<file path="config.mk">
export PLATFORM = sky130hd
export DESIGN_NAME = two_pad_touch_swipe_detector_unit
export DESIGN_NICKNAME = d
export VERILOG_FILES = /design/src/rtl/tpsd_pkg.sv /design/src/rtl/two_pad_touch_swipe_detector_unit.sv /design/src/rtl/tpsd_cfg.sv /design/src/rtl/tpsd_core.sv
export SDC_FILE = /design/constraint.sdc
export NUM_CORES = 1
export LEC_CHECK = 0
export BUFFER_PORTS_ARGS = -buffer_cell sky130_fd_sc_hd__buf_2
export CORE_MARGIN = 3
export CORE_UTILIZATION = 65
export CTS_CLUSTER_SIZE = 10
export DETAILED_ROUTE_END_ITERATION = 7
export PLACE_DENSITY_LB_ADDON = 0.2
export SKIP_CTS_REPAIR_TIMING = 1
export SLEW_MARGIN = 20
export SYNTH_ARGS = -nofsm -noshare
export SYNTH_HDL_FRONTEND = slang
export SYNTH_HIERARCHICAL = 1
export SYNTH_SLANG_ARGS = --single-unit
export TNS_END_PERCENT = 5
</file>
<file path="constraint.sdc">
create_clock -name clk -period 8 [get_ports clk]
set_input_delay 2 -clock clk [delete_from_list [all_inputs] [get_ports clk]]
set_output_delay 2 -clock clk [all_outputs]
set_load 0.03 [all_outputs]
</file>
<file path="src/rtl/tpsd_pkg.sv">
// ----------------------------------------------------------------------------
// tpsd_pkg
// Shared types, register codes and helpers of the two-pad swipe detector.
// ----------------------------------------------------------------------------
package tpsd_pkg;

  localparam int CntW = 8;
  localparam int TrainW = 9;
  localparam int SampW = 4;
  localparam int CfgIdxW = 2;
  localparam int CfgDataW = 8;

  // configuration register indexes
  localparam logic [CfgIdxW-1:0] CFG_DECAY_SHIFT = 2'd0;
  localparam logic [CfgIdxW-1:0] CFG_ON_OFFSET = 2'd1;
  localparam logic [CfgIdxW-1:0] CFG_SAMPLES_PER_ROUND = 2'd2;
  localparam logic [CfgIdxW-1:0] CFG_TRAINING_ROUNDS = 2'd3;

  // configuration reset values
  localparam logic [2:0] RST_DECAY_SHIFT = 3'd4;
  localparam logic [7:0] RST_ON_OFFSET = 8'd100;
  localparam logic [3:0] RST_SAMPLES_PER_ROUND = 4'd5;
  localparam logic [7:0] RST_TRAINING_ROUNDS = 8'd10;

  // gesture state codes
  localparam logic [1:0] GS_IDLE = 2'd0;
  localparam logic [1:0] GS_LEFT = 2'd1;
  localparam logic [1:0] GS_BOTH = 2'd2;

  // training index value once the baseline is settled
  localparam logic [TrainW-1:0] TRAIN_DONE = 9'h100;

  typedef struct packed {
    logic [2:0]      decay_shift;
    logic [CntW-1:0] on_offset;
    logic [SampW-1:0] samples_per_round;
    logic [CntW-1:0] training_rounds;
  } cfg_t;

  typedef struct packed {
    logic       training;
    logic       round_done;
    logic       left_on;
    logic       right_on;
    logic [1:0] gesture_state;
    logic       swipe;
    logic       led;
  } result_t;

  // exponentially weighted baseline update, (2^s - 1) * (base >> s) + (count >> s)
  function automatic logic [CntW-1:0] avg_level(input logic [CntW-1:0] base,
                                                 input logic [CntW-1:0] count,
                                                 input logic [2:0] shamt);
    logic [CntW-1:0] b;
    b = base >> shamt;
    return CntW'((b << shamt) - b + (count >> shamt));
  endfunction

  // pad on when peak reaches the midpoint of baseline and touch level
  function automatic logic pad_on(input logic [CntW-1:0] peak,
                                  input logic [CntW-1:0] idle_lvl,
                                  input logic [CntW-1:0] touch_lvl);
    logic [CntW:0] thr;
    thr = {2'b00, idle_lvl[CntW-1:1]} + {2'b00, touch_lvl[CntW-1:1]};
    return {1'b0, peak} >= thr;
  endfunction

endpackage

</file>
<file path="src/rtl/two_pad_touch_swipe_detector_unit.sv">
// ----------------------------------------------------------------------------
// two_pad_touch_swipe_detector_unit
// Left-to-right swipe detector over two capacitive pad discharge counts.
// ----------------------------------------------------------------------------
// Usage:
//   in_*  : one transaction carries a left and a right pad count (valid/ready)
//   out_* : one result transaction per input transaction, in order
//   cfg_* : register writes (index, data), always ready, one per cycle;
//           write only while no transaction is in flight
// On input acceptance the item is captured in an input register; when it
// advances, the training / round / gesture logic writes the result register
// and the block state, and out_valid rises.
// Throughput is one transaction per cycle while the receiver does not stall;
// the single state update per item in the core sets that rate.
// Reset (rst_n low, synchronous) clears baselines, peaks, counters, gesture
// state and led, restores register defaults and empties both stages.
// When the receiver stalls, the result register holds and the input register
// may still take one more item; in_ready then drops until out_ready returns.
// ----------------------------------------------------------------------------
module two_pad_touch_swipe_detector_unit (
  input  logic                          clk,
  input  logic                          rst_n,
  input  logic                          in_valid,
  output logic                          in_ready,
  input  logic [tpsd_pkg::CntW-1:0]     in_left_count,
  input  logic [tpsd_pkg::CntW-1:0]     in_right_count,
  output logic                          out_valid,
  input  logic                          out_ready,
  output logic                          out_training,
  output logic                          out_round_done,
  output logic                          out_left_on,
  output logic                          out_right_on,
  output logic [1:0]                    out_gesture_state,
  output logic                          out_swipe,
  output logic                          out_led,
  input  logic                          cfg_valid,
  output logic                          cfg_ready,
  input  logic [tpsd_pkg::CfgIdxW-1:0]  cfg_index,
  input  logic [tpsd_pkg::CfgDataW-1:0] cfg_data
);
  import tpsd_pkg::*;

  cfg_t            cfg;
  result_t         res;
  result_t         res_r;
  logic            s1_valid_r, s1_valid_nxt;
  logic            out_valid_r, out_valid_nxt;
  logic [CntW-1:0] s1_left_r, s1_right_r;
  logic            in_acc, adv;

  // handshake between the two stages
  assign adv = s1_valid_r & (~out_valid_r | out_ready);
  assign in_ready = ~s1_valid_r | adv;
  assign in_acc = in_valid & in_ready;
  assign s1_valid_nxt = in_acc | (s1_valid_r & ~adv);
  assign out_valid_nxt = adv | (out_valid_r & ~out_ready);

  always_ff @(posedge clk) begin
    if (!rst_n) begin
      s1_valid_r <= 1'b0;
      out_valid_r <= 1'b0;
    end else begin
      s1_valid_r <= s1_valid_nxt;
      out_valid_r <= out_valid_nxt;
    end
  end

  // input register
  always_ff @(posedge clk) begin
    if (in_acc) begin
      s1_left_r <= in_left_count;
      s1_right_r <= in_right_count;
    end
  end

  tpsd_cfg u_cfg (
    .clk       (clk),
    .rst_n     (rst_n),
    .cfg_valid (cfg_valid),
    .cfg_ready (cfg_ready),
    .cfg_index (cfg_index),
    .cfg_data  (cfg_data),
    .cfg       (cfg)
  );

  tpsd_core u_core (
    .clk         (clk),
    .rst_n       (rst_n),
    .cfg         (cfg),
    .go          (adv),
    .left_count  (s1_left_r),
    .right_count (s1_right_r),
    .res         (res)
  );

  // result register
  always_ff @(posedge clk) begin
    if (adv) begin
      res_r <= res;
    end
  end

  assign out_valid = out_valid_r;
  assign out_training = res_r.training;
  assign out_round_done = res_r.round_done;
  assign out_left_on = res_r.left_on;
  assign out_right_on = res_r.right_on;
  assign out_gesture_state = res_r.gesture_state;
  assign out_swipe = res_r.swipe;
  assign out_led = res_r.led;

endmodule

</file>
<file path="src/rtl/tpsd_cfg.sv">
// ----------------------------------------------------------------------------
// tpsd_cfg
// Configuration register file written through the cfg transaction channel.
// ----------------------------------------------------------------------------
module tpsd_cfg (
  input  logic                            clk,
  input  logic                            rst_n,
  input  logic                            cfg_valid,
  output logic                            cfg_ready,
  input  logic [tpsd_pkg::CfgIdxW-1:0]    cfg_index,
  input  logic [tpsd_pkg::CfgDataW-1:0]   cfg_data,
  output tpsd_pkg::cfg_t                  cfg
);
  import tpsd_pkg::*;

  cfg_t cfg_r;
  cfg_t cfg_nxt;
  logic wr;

  // writes are always accepted and land in the register at the accepting edge
  assign cfg_ready = 1'b1;
  assign wr = cfg_valid & cfg_ready;

  // register decode
  always_comb begin
    cfg_nxt = cfg_r;
    if (wr) begin
      case (cfg_index)
        CFG_DECAY_SHIFT:       cfg_nxt.decay_shift = cfg_data[2:0];
        CFG_ON_OFFSET:         cfg_nxt.on_offset = cfg_data;
        CFG_SAMPLES_PER_ROUND: cfg_nxt.samples_per_round = cfg_data[3:0];
        CFG_TRAINING_ROUNDS:   cfg_nxt.training_rounds = cfg_data;
        default:               cfg_nxt = cfg_r;
      endcase
    end
  end

  always_ff @(posedge clk) begin
    if (!rst_n) begin
      cfg_r.decay_shift <= RST_DECAY_SHIFT;
      cfg_r.on_offset <= RST_ON_OFFSET;
      cfg_r.samples_per_round <= RST_SAMPLES_PER_ROUND;
      cfg_r.training_rounds <= RST_TRAINING_ROUNDS;
    end else begin
      cfg_r <= cfg_nxt;
    end
  end

  assign cfg = cfg_r;

endmodule

</file>
<file path="src/rtl/tpsd_core.sv">
// ----------------------------------------------------------------------------
// tpsd_core
// Baseline training, per-round peak tracking, pad classification and the
// swipe state machine; state advances once per transaction.
// ----------------------------------------------------------------------------
module tpsd_core (
  input  logic                       clk,
  input  logic                       rst_n,
  input  tpsd_pkg::cfg_t             cfg,
  input  logic                       go,
  input  logic [tpsd_pkg::CntW-1:0]  left_count,
  input  logic [tpsd_pkg::CntW-1:0]  right_count,
  output tpsd_pkg::result_t          res
);
  import tpsd_pkg::*;

  logic [CntW-1:0]   idle_l_r, idle_r_r, idle_l_nxt, idle_r_nxt;
  logic [CntW-1:0]   touch_l_r, touch_r_r, touch_l_nxt, touch_r_nxt;
  logic [TrainW-1:0] train_r, train_nxt;
  logic [SampW-1:0]  samp_r, samp_nxt, samp_inc;
  logic [CntW-1:0]   lpeak_r, rpeak_r, lpeak_nxt, rpeak_nxt;
  logic [1:0]        gest_r, gest_nxt, gest_cur;
  logic              led_r, led_nxt;
  logic              lon, ron;

  // next state and result for the item in flight
  always_comb begin
    idle_l_nxt = idle_l_r;
    idle_r_nxt = idle_r_r;
    touch_l_nxt = touch_l_r;
    touch_r_nxt = touch_r_r;
    train_nxt = train_r;
    samp_nxt = samp_r;
    lpeak_nxt = lpeak_r;
    rpeak_nxt = rpeak_r;
    led_nxt = led_r;
    samp_inc = samp_r + 1'b1;
    lon = 1'b0;
    ron = 1'b0;
    res = '0;

    // an unused code falls back to idle
    case (gest_r)
      GS_LEFT: gest_cur = GS_LEFT;
      GS_BOTH: gest_cur = GS_BOTH;
      default: gest_cur = GS_IDLE;
    endcase
    gest_nxt = gest_cur;

    if (!train_r[TrainW-1]) begin
      // baseline training
      res.training = 1'b1;
      if (train_r == '0) begin
        idle_l_nxt = left_count;
        idle_r_nxt = right_count;
      end else begin
        idle_l_nxt = avg_level(idle_l_r, left_count, cfg.decay_shift);
        idle_r_nxt = avg_level(idle_r_r, right_count, cfg.decay_shift);
      end
      if (train_r >= {1'b0, cfg.training_rounds}) begin
        touch_l_nxt = idle_l_nxt + cfg.on_offset;
        touch_r_nxt = idle_r_nxt + cfg.on_offset;
        train_nxt = TRAIN_DONE;
      end else begin
        train_nxt = train_r + 1'b1;
      end
    end else begin
      // peak tracking over the round
      lpeak_nxt = (left_count > lpeak_r) ? left_count : lpeak_r;
      rpeak_nxt = (right_count > rpeak_r) ? right_count : rpeak_r;
      samp_nxt = samp_inc;
      if (samp_inc >= cfg.samples_per_round) begin
        res.round_done = 1'b1;
        lon = pad_on(lpeak_nxt, idle_l_r, touch_l_r);
        ron = pad_on(rpeak_nxt, idle_r_r, touch_r_r);
        // gesture machine, both then right only is a swipe
        if (gest_cur == GS_BOTH && ron && !lon) begin
          res.swipe = 1'b1;
          led_nxt = ~led_r;
          gest_nxt = GS_IDLE;
        end else if (lon && ron) begin
          gest_nxt = GS_BOTH;
        end else if (lon) begin
          gest_nxt = GS_LEFT;
        end else begin
          gest_nxt = GS_IDLE;
        end
        lpeak_nxt = '0;
        rpeak_nxt = '0;
        samp_nxt = '0;
      end
    end

    res.left_on = lon;
    res.right_on = ron;
    res.gesture_state = gest_nxt;
    res.led = led_nxt;
  end

  // state update on each advancing transaction
  always_ff @(posedge clk) begin
    if (!rst_n) begin
      idle_l_r <= '0;
      idle_r_r <= '0;
      touch_l_r <= '0;
      touch_r_r <= '0;
      train_r <= '0;
      samp_r <= '0;
      lpeak_r <= '0;
      rpeak_r <= '0;
      gest_r <= GS_IDLE;
      led_r <= 1'b0;
    end else if (go) begin
      idle_l_r <= idle_l_nxt;
      idle_r_r <= idle_r_nxt;
      touch_l_r <= touch_l_nxt;
      touch_r_r <= touch_r_nxt;
      train_r <= train_nxt;
      samp_r <= samp_nxt;
      lpeak_r <= lpeak_nxt;
      rpeak_r <= rpeak_nxt;
      gest_r <= gest_nxt;
      led_r <= led_nxt;
    end
  end

endmodule

</file>
Word level (Yosys, flattened, before mapping)

Cells that the tools add are included.

Multiplexer cells: 23
Shift operators: 6
Reductions and logical operators: 14
$add $sub $neg: 10
Order comparisons: 6
Equal/unequal tests: 6
Bitwise operators: 14

Operator list:

| cell                | number |
|---|---|
| $mux 8              | 8 |
| $add 8x8->8         | 4 |
| $shr 8x3->8         | 4 |
| $ge 8x9->1          | 2 |
| $mux 9              | 2 |
| $add 7x7->8         | 2 |
| $gt 8x8->1          | 2 |
| $shl 8x3->8         | 2 |
| $sub 8x8->8         | 2 |
| $reduce_and 2->1    | 7 |
| $add 9x1->9 const B | 1 |
| $ge 9x8->1          | 1 |
| $logic_not 9->1     | 1 |
| $eq 2x2->1 const B  | 4 |
| $mux 2              | 4 |
| $mux 1              | 7 |
| $not 1->1           | 6 |
| $add 4x1->4 const B | 1 |
| $and 1x1->1         | 4 |
| $eq 2x1->1 const B  | 2 |
| $ge 4x4->1          | 1 |
| $mux 4              | 1 |
| $or 1x1->1          | 4 |
| $pmux 2 s2          | 1 |
| 4 further kinds     | 6 |

Output and inout bits: 11
Word-level logic and storage cells: 105
Input port bits: 31
Flip-flop bits (word level): 113

Depth between registers and ports, before layout

Gate-level depths: netlist of run 1.

Depth after elaboration: 8
Gate-level depth with buffers: 26
Gate-level depth less buffers: 23

Cells and area by module

The synthesis of run 1 kept the hierarchy.

By module, submodules not included:

| module                            | cells an instance | instances | seq. area each (µm²) | area each (µm²) |
|---|---|---|---|---|
| tpsd_core                         | 923               | 1         | 1,241.2              | 7,218.2 |
| tpsd_cfg                          | 99                | 1         | 460.4                | 988.4 |
| two_pad_touch_swipe_detector_unit | 33                | 1         | 760.7                | 824.5 |

Least setup slack after synthesis of run 1

Ideal clock, no wire load.

Kind: register to register
From: register u_cfg.cfg_r, in the netlist u_cfg/cfg[21]
To: register u_core.touch_l_r[7]
Setup time: 0.122 ns
Period minus slack after synthesis: 4.707 ns
Path buffers: 2
Data required time: 7.878 ns
Path slack: 3.293 ns
Data arrival time: 4.586 ns
Stages on the path, launching flop included: 25
Cells stage by stage: dfxtp_1 > buf_2 > buf_2 > mux2i_1 > nand2_1 > a31o_2 > or2_2 > a32oi_1 > or2_2 > fa_1 > inv_1 > ha_1 > o21ai_0 > nor2_1 > o21a_1 > o21a_1 > o31ai_1 > ha_1 > o21a_1 > o21a_1 > o21ai_0 > a21oi_1 > xor2_1 > xnor2_1 > a21oi_1

Word-level cells in the longest chain between the ends: 7
Elaborated cells between the ends (all ways): 8
Those cells by class: add/sub (3); shift (3); mux (2)

Ends and longest elaborated chain:

| what                     | RTL line         | text |
|---|---|---|
| start: declaration       | tpsd_cfg.sv:16   | `cfg_t cfg_r;` |
| start signal: assignment | tpsd_cfg.sv:45   | `cfg_r <= cfg_nxt;` |
| $shr 8x3->8              | tpsd_pkg.sv:55   | `b = base >> shamt;` |
| $shl 8x3->8              | tpsd_pkg.sv:56   | `return CntW'((b << shamt) - b + (count >> shamt));` |
| $sub 8x8->8              | tpsd_pkg.sv:56   |  |
| $add 8x8->8 (*)          | tpsd_pkg.sv:56   |  |
| $mux 8 (*)               | tpsd_core.sv:53  | `if (train_r == '0) begin` |
| $mux 8 (*)               | tpsd_core.sv:50  | `if (!train_r[TrainW-1]) begin` |
| $add 8x8->8 (*)          | tpsd_core.sv:61  | `touch_l_nxt = idle_l_nxt + cfg.on_offset;` |
| end signal: assignment   | tpsd_core.sv:116 | `touch_l_r <= touch_l_nxt;` |
| end: declaration         | tpsd_core.sv:18  | `logic [CntW-1:0] touch_l_r, touch_r_r, touch_l_nxt, touch_r_nxt;` |

Mark *: on every way between the ends. The rest lies on a longest branch, timed or not. The select of a mux whose other input is x is not followed.
A chain may end at the register's enable or synchronous reset.

Worst setup path in the final report of run 1

From: register u_cfg.cfg_r, in the netlist u_cfg/cfg[21]
To: register u_core.touch_r_r[7]

Word-level cells in the longest chain between the ends: 7
Elaborated cells between the ends (all ways): 8
Those cells by class: add/sub (3); shift (3); mux (2)

Ends and longest elaborated chain:

| what                   | RTL line         | text |
|---|---|---|
| $shr 8x3->8            | tpsd_pkg.sv:55   |  |
| $shl 8x3->8            | tpsd_pkg.sv:56   |  |
| $sub 8x8->8            | tpsd_pkg.sv:56   |  |
| $add 8x8->8 (*)        | tpsd_pkg.sv:56   |  |
| $mux 8 (*)             | tpsd_core.sv:53  |  |
| $mux 8 (*)             | tpsd_core.sv:50  |  |
| $add 8x8->8 (*)        | tpsd_core.sv:62  | `touch_r_nxt = idle_r_nxt + cfg.on_offset;` |
| end signal: assignment | tpsd_core.sv:117 | `touch_r_r <= touch_r_nxt;` |
| end: declaration       | tpsd_core.sv:18  |  |

Marked as above.

==> results of run 1 <==
stage by stage:
step                power, mW  hold WS [ps]
floorplan              0.9775         431.4
global placement        1.066         444.0
detailed placement      1.075         452.7
CTS                     1.568         466.4
global route            1.652         486.9
finish                  1.574         463.6
cell usage after synthesis, types with 3 or more instances:
| master | number | area (um2) |
|---|---|---|
| and3_1 | 9 | 56.30 |
| clkbuf_1 | 26 | 97.59 |
| xnor2_1 | 22 | 192.7 |
| nand4_1 | 23 | 143.9 |
| nand3_1 | 46 | 230.2 |
| a211oi_1 | 13 | 97.59 |
| nand4b_1 | 4 | 35.03 |
| nor2_1 | 71 | 266.5 |
| dfxtp_1 | 87 | 1742 |
| xor2_1 | 14 | 122.6 |
| a21oi_1 | 81 | 405.4 |
| a21boi_0 | 3 | 22.52 |
| a21o_1 | 23 | 172.7 |
| o21a_1 | 14 | 105.1 |
| mux4_2 | 5 | 112.6 |
| o22ai_1 | 3 | 18.77 |
| mux2_2 | 20 | 225.2 |
| nand3b_1 | 3 | 22.52 |
| o21ai_0 | 42 | 210.2 |
| and2_1 | 4 | 25.02 |
| fa_1 | 18 | 360.4 |
| mux2i_1 | 48 | 480.5 |
| buf_1 | 5 | 18.77 |
| nor2b_1 | 14 | 87.58 |
| ha_1 | 89 | 1114 |
| nor3b_1 | 3 | 22.52 |
| o31ai_1 | 5 | 37.54 |
| inv_1 | 83 | 311.6 |
| buf_2 | 12 | 60.06 |
| o22a_1 | 4 | 35.03 |
| buf_4 | 5 | 37.54 |
| o211ai_1 | 8 | 60.06 |
| nor4_1 | 6 | 37.54 |
| nand2b_1 | 7 | 43.79 |
| edfxtp_1 | 24 | 720.7 |
| o21bai_1 | 8 | 60.06 |
| buf_6 | 8 | 90.09 |
| nor3_1 | 19 | 95.09 |
| or2_2 | 3 | 18.77 |
| a2111o_1 | 14 | 157.7 |
| nand2_1 | 111 | 416.7 |
logic make-up (layout without fill, tap and decap cells):
logic type / Yosys count / count (layout) / synth area share, %
DFF: 111 / 111 / 27.27
muxes: 73 / 73 / 9.061
xor gates and xnor gates: 36 / 36 / 3.491
other: 1 / 1 / 0.04152
buffers and inverters: 142 / 150 / 7.066
adders and majority gates: 107 / 107 / 16.32
and+or+nand+nor: 346 / 346 / 19.34
AOI/OAI and AO/OA: 239 / 239 / 17.42
final cells by class:
type                       instances  area, um2  share of cell area, %
timing repair buffer              49      267.8                  2.805
inverter                          85      319.1                  3.343
sequential                       111       2465                  25.82
multi-input combinational        802       5948                  62.31
clock buffer                       9      225.2                  2.359
clock inverter                     7      100.1                  1.049
tap                              176      220.2                  2.307
registers in the layout (all words and copies together) (netlist names):
name and count:
out_gesture_state 2, out_led 1, out_left_on 1, out_right_on 1
out_round_done 1, out_swipe 1, out_training 1, out_valid 1
s1_left_r 8, s1_right_r 8, s1_valid_r 1, u_cfg/cfg 23
u_core/gest_r 2, u_core/idle_l_r 8, u_core/idle_r_r 8, u_core/led_r 1
u_core/lpeak_r 8, u_core/rpeak_r 8, u_core/samp_r 4, u_core/touch_l_r 7
u_core/touch_r_r 7, u_core/train_r 9
how the worst min path moves through the flow:
stage | startpoint | to | slack (ps) | cells after the start
finish | u_core/touch_l_r[4]$_SDFFE_PN0P_ | u_core/touch_l_r[4]$_SDFFE_PN0P_ | 460 | 2
global route | u_core/touch_l_r[1]$_SDFFE_PN0P_ | u_core/touch_l_r[1]$_SDFFE_PN0P_ | 490 | 2
CTS | u_cfg/cfg[4]$_SDFFE_PN0P_ | u_cfg/cfg[4]$_SDFFE_PN0P_ | 470 | 2
detailed placement | u_cfg/cfg[4]$_SDFFE_PN0P_ | u_cfg/cfg[4]$_SDFFE_PN0P_ | 450 | 2
global placement | u_cfg/cfg[7]$_SDFFE_PN0P_ | u_cfg/cfg[7]$_SDFFE_PN0P_ | 440 | 2
floorplan | u_cfg/cfg[21]$_SDFFE_PN0P_ | u_cfg/cfg[21]$_SDFFE_PN0P_ | 430 | 2
per-layer routing:
metal / global-route usage, % / part of all wire [%]
met5: 0 / 0
met2: 48.16 / 46
met4: 12.18 / 2.8
met1: 40.91 / 46
met3: 4.995 / 6.1
worst max-delay path: cells and delay by family, from the launching register on:
family,cells,cell delay (ps)
AND/OR/NAND/NOR,2,400
adder cells (fa/ha/maj),3,1230
AO/OA/AOI/OAI,10,1600
buffers and inverters,1,50
XOR/XNOR,3,500
flip-flops,1,940
multiplexers,2,790
power by group:
group / switching [mW] / internal, mW
clock network: 0.245 / 0.253
logic: 0.257 / 0.194
registers: 0.0350 / 0.591
total: 0.537 / 1.04
==> results.py, run 1 <==
metrics = {
    "run_status": {
        "status": "finished, final reports clean",
    },
    "layout": {
        "fin_area_um2": 9545,
        "fin_util_pct": 71.23,
        "nNetsFinal": 1196,
        "fin_cells": 1239,
        "final_common_cell": "nand2_1",
        "layout_common_cells": "nand2_1 (111), ha_1 (89), dfxtp_1 (85)",
        "fillers": 1071,
        "n_antenna_cell": 0,
        "layout-drive-gt1-share_pct": 11.10,
        "syn_to_final_growth_pct": 5.694,
    },
    "clock_network": {
        "htree_levels": 3,
        "clkTransAtPathRegs_ps": 80,
        "clockRootBuffer": "clkbuf_16",
        "clock_sinks": 111,
        "clockBufferDepth": 2,
        "clk_latency_ps": 380,
        "cts_buffers": 9,
        "cts_tree": "built",
    },
    "synthesis": {
        "syn_area_um2": 9031,
        "async_flop_share_pct": 0,
        "synthesis.nets": 1193,
        "syn_inst": 1055,
        "synth_warnings": 6,
        "ys_types": 76,
        "seq_area_frac_synth_pct": 27.27,
        "syn_avg_cell_area_um2": 8.560,
        "synth_edf_count": 24,
        "ys_ff_latch": 111,
        "synth_ff_type": "dfxtp_1",
    },
    "route": {
        "drt-total-wl_um": 22590,
        "via_count": 7838,
        "drt_iter0_markers": 624,
        "ant_nets": 0,
        "wl_per_cell_um": 18.23,
        "drc_errors": 0,
        "firstDrtPassIters": 5,
        "avgViaCountPerCell": 6.326,
    },
    "placed_design": {
        "dp_hpwl_um": 16300,
        "gp_congestion": 0.9386,
        "place_area_um2": 9206,
        "numPortBuffers": 40,
        "placedCellCount": 1223,
        "place_ws_ps": 2463,
    },
    "worst_setup_path": {
        "worstPathRequired_ps": 8240,
        "cp_data_arrival_time_ps": 5880,
        "rr_endpoint": "u_core/touch_r_r[7]$_SDFFE_PN0P_",
        "cpMostUsedCell": "o21ai_0",
        "path_cells": "mux2i_1, mux4_2, nand2_1, o21ai_0, a2bb2oi_1, or2_2, fa_1, inv_1, ha_1, o21ai_0, o21ai_0, a21oi_1, xor2_1, o21ai_0, ha_1, a21o_1, a21o_1, a41oi_1, xor2_1, xnor2_1, a21oi_1",
        "critPathMaxStageDelay_ps": 940,
        "rrSetupSlack_ps": 2360,
        "crit_slowest_cell": "dfxtp_2",
        "startpoint": "u_cfg/cfg[21]$_SDFFE_PN0P_",
        "crit_path_end": "u_core/touch_r_r[7]$_SDFFE_PN0P_",
        "path_max_fanout": 45,
        "critPathCaptureType": "flip-flop",
        "reg2reg_from": "u_cfg/cfg[21]$_SDFFE_PN0P_",
        "critical_path_class": "reg -> reg",
        "r2r_cells": 21,
        "cp-start-kind": "flip-flop",
    },
    "pwr": {
        "peakVddDrop_v": 0.0001647,
        "leakagePower_nw": 4.013,
        "power.density_nw_per_um2": 164.9,
    },
    "timing": {
        "rsz0062_at_grt": "no",
        "min_period_over_period_pct": 70.51,
        "maxSlewHeadroom_pct": 37.58,
        "finalHoldViolations": 0,
        "max_freq_mhz": 177.3,
        "worst_pin_slew_ps": 936.4,
        "setup_viol": 0,
        "fin_crit_ps": 5641,
        "slew_viol_final": 0,
        "fin_tns_setup_ps": 0,
        "fin_skew_ps": 11.60,
        "setup_ws_ps": 2359,
    },
    "global_routing": {
        "antenna_found_initial": 0,
        "grt_max_degree": 66,
        "globalRouteTotalUtil_pct": 30.21,
        "grt_pass1_wl_um": 36310,
        "grt_overflow": 0,
        "grt_pass1_vias": 7332,
    },
    "job": {
        "maxCapViolCount": 0,
    },
    "floorplan": {
        "die_x_um": 123.9,
        "num_rows": 42,
        "io_pins": 42,
        "die_h_um": 123.9,
        "die-area_um2": 15350,
        "start_util_pct": 67.39,
        "coreArea_um2": 13400,
    },
    "hold_path": {
        "hold_path.class": "reg -> reg",
    },
}
(Power assumes the default switching activity.)
==> inputs of run 2 (changes only) <==
Settings changed: CORE_UTILIZATION 65 to 63.
Clock period 8 ns to 5.9 ns, I/O delays scaled along.
==> run 2 against run 1 <==
Worst setup slack lost 1900 ps. Via count fell by 1.2%. Sequential share of layout area up 0.051 points. Critical path depth unchanged. Core utilization shrank 2.9 points. Combinational power is 38% higher. Non-clock buffer count up 5. Sequential cell count stayed put. Worst hold slack got worse by 8.5 ps. Critical path type unchanged.
==> results.py, run 2 (same netlist as run 1, synthesis figures left out) <==
metrics = {
    "run_status": {
        "status": "finished, final reports clean",
    },
    "route": {
        "ant_nets": 0,
        "firstDrtPassIters": 5,
        "drt_iter0_markers": 559,
        "drt-total-wl_um": 22650,
        "via_count": 7747,
        "drc_errors": 0,
        "wl_per_cell_um": 18.15,
        "avgViaCountPerCell": 6.208,
    },
    "floorplan": {
        "die_x_um": 125.7,
        "num_rows": 43,
        "die_h_um": 125.7,
        "start_util_pct": 64.81,
        "io_pins": 42,
        "die-area_um2": 15810,
        "coreArea_um2": 13930,
    },
    "hold_path": {
        "min_from": "u_core/touch_l_r[6]$_SDFFE_PN0P_",
        "hold_path.class": "reg -> reg",
    },
    "global_routing": {
        "antenna_found_initial": 0,
        "gr-usage-met3_pct": 5.471,
        "grt.busiest_layer": "met2",
        "met2_usage_pct": 46.41,
        "grt_max_degree": 48,
        "grt_pass1_wl_um": 36750,
        "globalRouteTotalUtil_pct": 28.44,
        "grt_overflow": 0,
        "grt_pass1_vias": 7356,
        "use_met1_pct": 38.17,
    },
    "layout": {
        "final_common_cell": "nand2_1",
        "layout-drive-gt1-share_pct": 11.33,
        "n_antenna_cell": 0,
        "fin_util_pct": 68.37,
        "syn_to_final_growth_pct": 5.486,
        "nNetsFinal": 1201,
        "largest_reg_flops": 23,
        "layout_common_cells": "nand2_1 (111), ha_1 (89), dfxtp_1 (85)",
    },
    "worst_setup_path": {
        "startpoint": "u_cfg/cfg[21]$_SDFFE_PN0P_",
        "path_max_fanout": 31,
        "critPathCaptureType": "flip-flop",
        "critical_path_class": "reg -> reg",
        "cp_data_arrival_time_ps": 5620,
        "worstPathRequired_ps": 6120,
        "cp-start-kind": "flip-flop",
        "reg2reg_from": "u_cfg/cfg[21]$_SDFFE_PN0P_",
    },
    "clock_network": {
        "htree_levels": 3,
        "clockRootBuffer": "clkbuf_16",
        "cts_buffers": 9,
        "clock_sinks": 111,
        "clkTransAtPathRegs_ps": 70,
        "cts_tree": "built",
        "clockBufferDepth": 2,
        "clk_latency_ps": 370,
    },
    "timing": {
        "setup_viol": 0,
        "slew_viol_final": 0,
        "rsz0062_at_grt": "no",
        "maxSlewHeadroom_pct": 29.75,
        "max_freq_mhz": 185.1,
        "fin_tns_setup_ps": 0,
        "min_period_over_period_pct": 91.57,
        "finalHoldViolations": 0,
        "fin_skew_ps": 8.732,
        "worst_pin_slew_ps": 1054,
        "fin_crit_ps": 5403,
    },
    "placed_design": {
        "gp_congestion": 0.9908,
        "dp_hpwl_um": 16850,
        "numPortBuffers": 40,
    },
    "pwr": {
        "power.density_nw_per_um2": 215.7,
        "peakVddDrop_v": 0.0001759,
        "leakagePower_nw": 4.017,
    },
    "job": {
        "maxCapViolCount": 0,
    },
}
## run 2: cell types whose count changed in the layout (fill, tap and decap cells not counted), moves of 2 or more
cell / delta
buf_4: +5
clkinv_4: -2
clkbuf_1: +2
clkinv_2: +2
clkinv_8: -2
## run 2: final timing paths
path | endpoint | slack, ps | cells after the start
max reg2reg | u_core/touch_r_r[7]$_SDFFE_PN0P_ | 500 | 21
min | u_core/touch_l_r[6]$_SDFFE_PN0P_ | 460 | 2
min reg2reg | u_core/touch_l_r[6]$_SDFFE_PN0P_ | 460 | 2
max | u_core/touch_r_r[7]$_SDFFE_PN0P_ | 500 | 21
## run 2: critical path, cell delays in order (launching register included)
cell and delay, ps:
dfxtp_2 750, mux2i_1 210, mux4_2 510, nand2_1 80, o21ai_0 80, a2bb2oi_1 160, or2_2 310, fa_1 510
inv_1 50, ha_1 330, o21ai_0 330, o21ai_0 150, a21oi_1 190, xor2_1 150, o21ai_0 120, ha_1 370
a21o_1 170, a21o_1 160, a41oi_1 190, xor2_1 200, xnor2_1 130, a21oi_1 80
## run 2: cell type report
cell class,count,area (um2)
multi-input cells,802,5941
fillers,1189,4408
flip-flops and latches,111,2465
inverters,85,319.1
repair buffers,54,305.3
clock buffers,11,232.7
well taps,180,225.2
clock inverters,5,38.79
## run 2: routing by layer
layer / up-vias / share of wire [%] / routed length [um]
met2: 270 / 46 / 10400
met4: 0 / 2.3 / 532
li1: 3790 / - / -
met5: - / 0 / 0
met1: 3644 / 45 / 10170
met3: 43 / 6.8 / 1549
## run 2: report_power, final
group / total [mW] / switching [mW] / internal (mW)
combinational: 0.620 / 0.355 / 0.264
sequential: 0.846 / 0.0442 / 0.801
clock: 0.589 / 0.297 / 0.292
total: 2.05 / 0.697 / 1.36
## run 2: through the flow
step	area, um2	cells	setup WS [ps]	hold WS [ps]	power (mW)
finish	9527	1248	497.3	455.1	2.055
global route	9527	1248	117.1	482.8	2.166
CTS	9520	1248	538.4	460.3	2.055
detailed placement	9249	1232	618.2	449.7	1.465
global placement	9249	1232	725.9	443.9	1.455
floorplan	9031	1055	1193	431.4	1.325
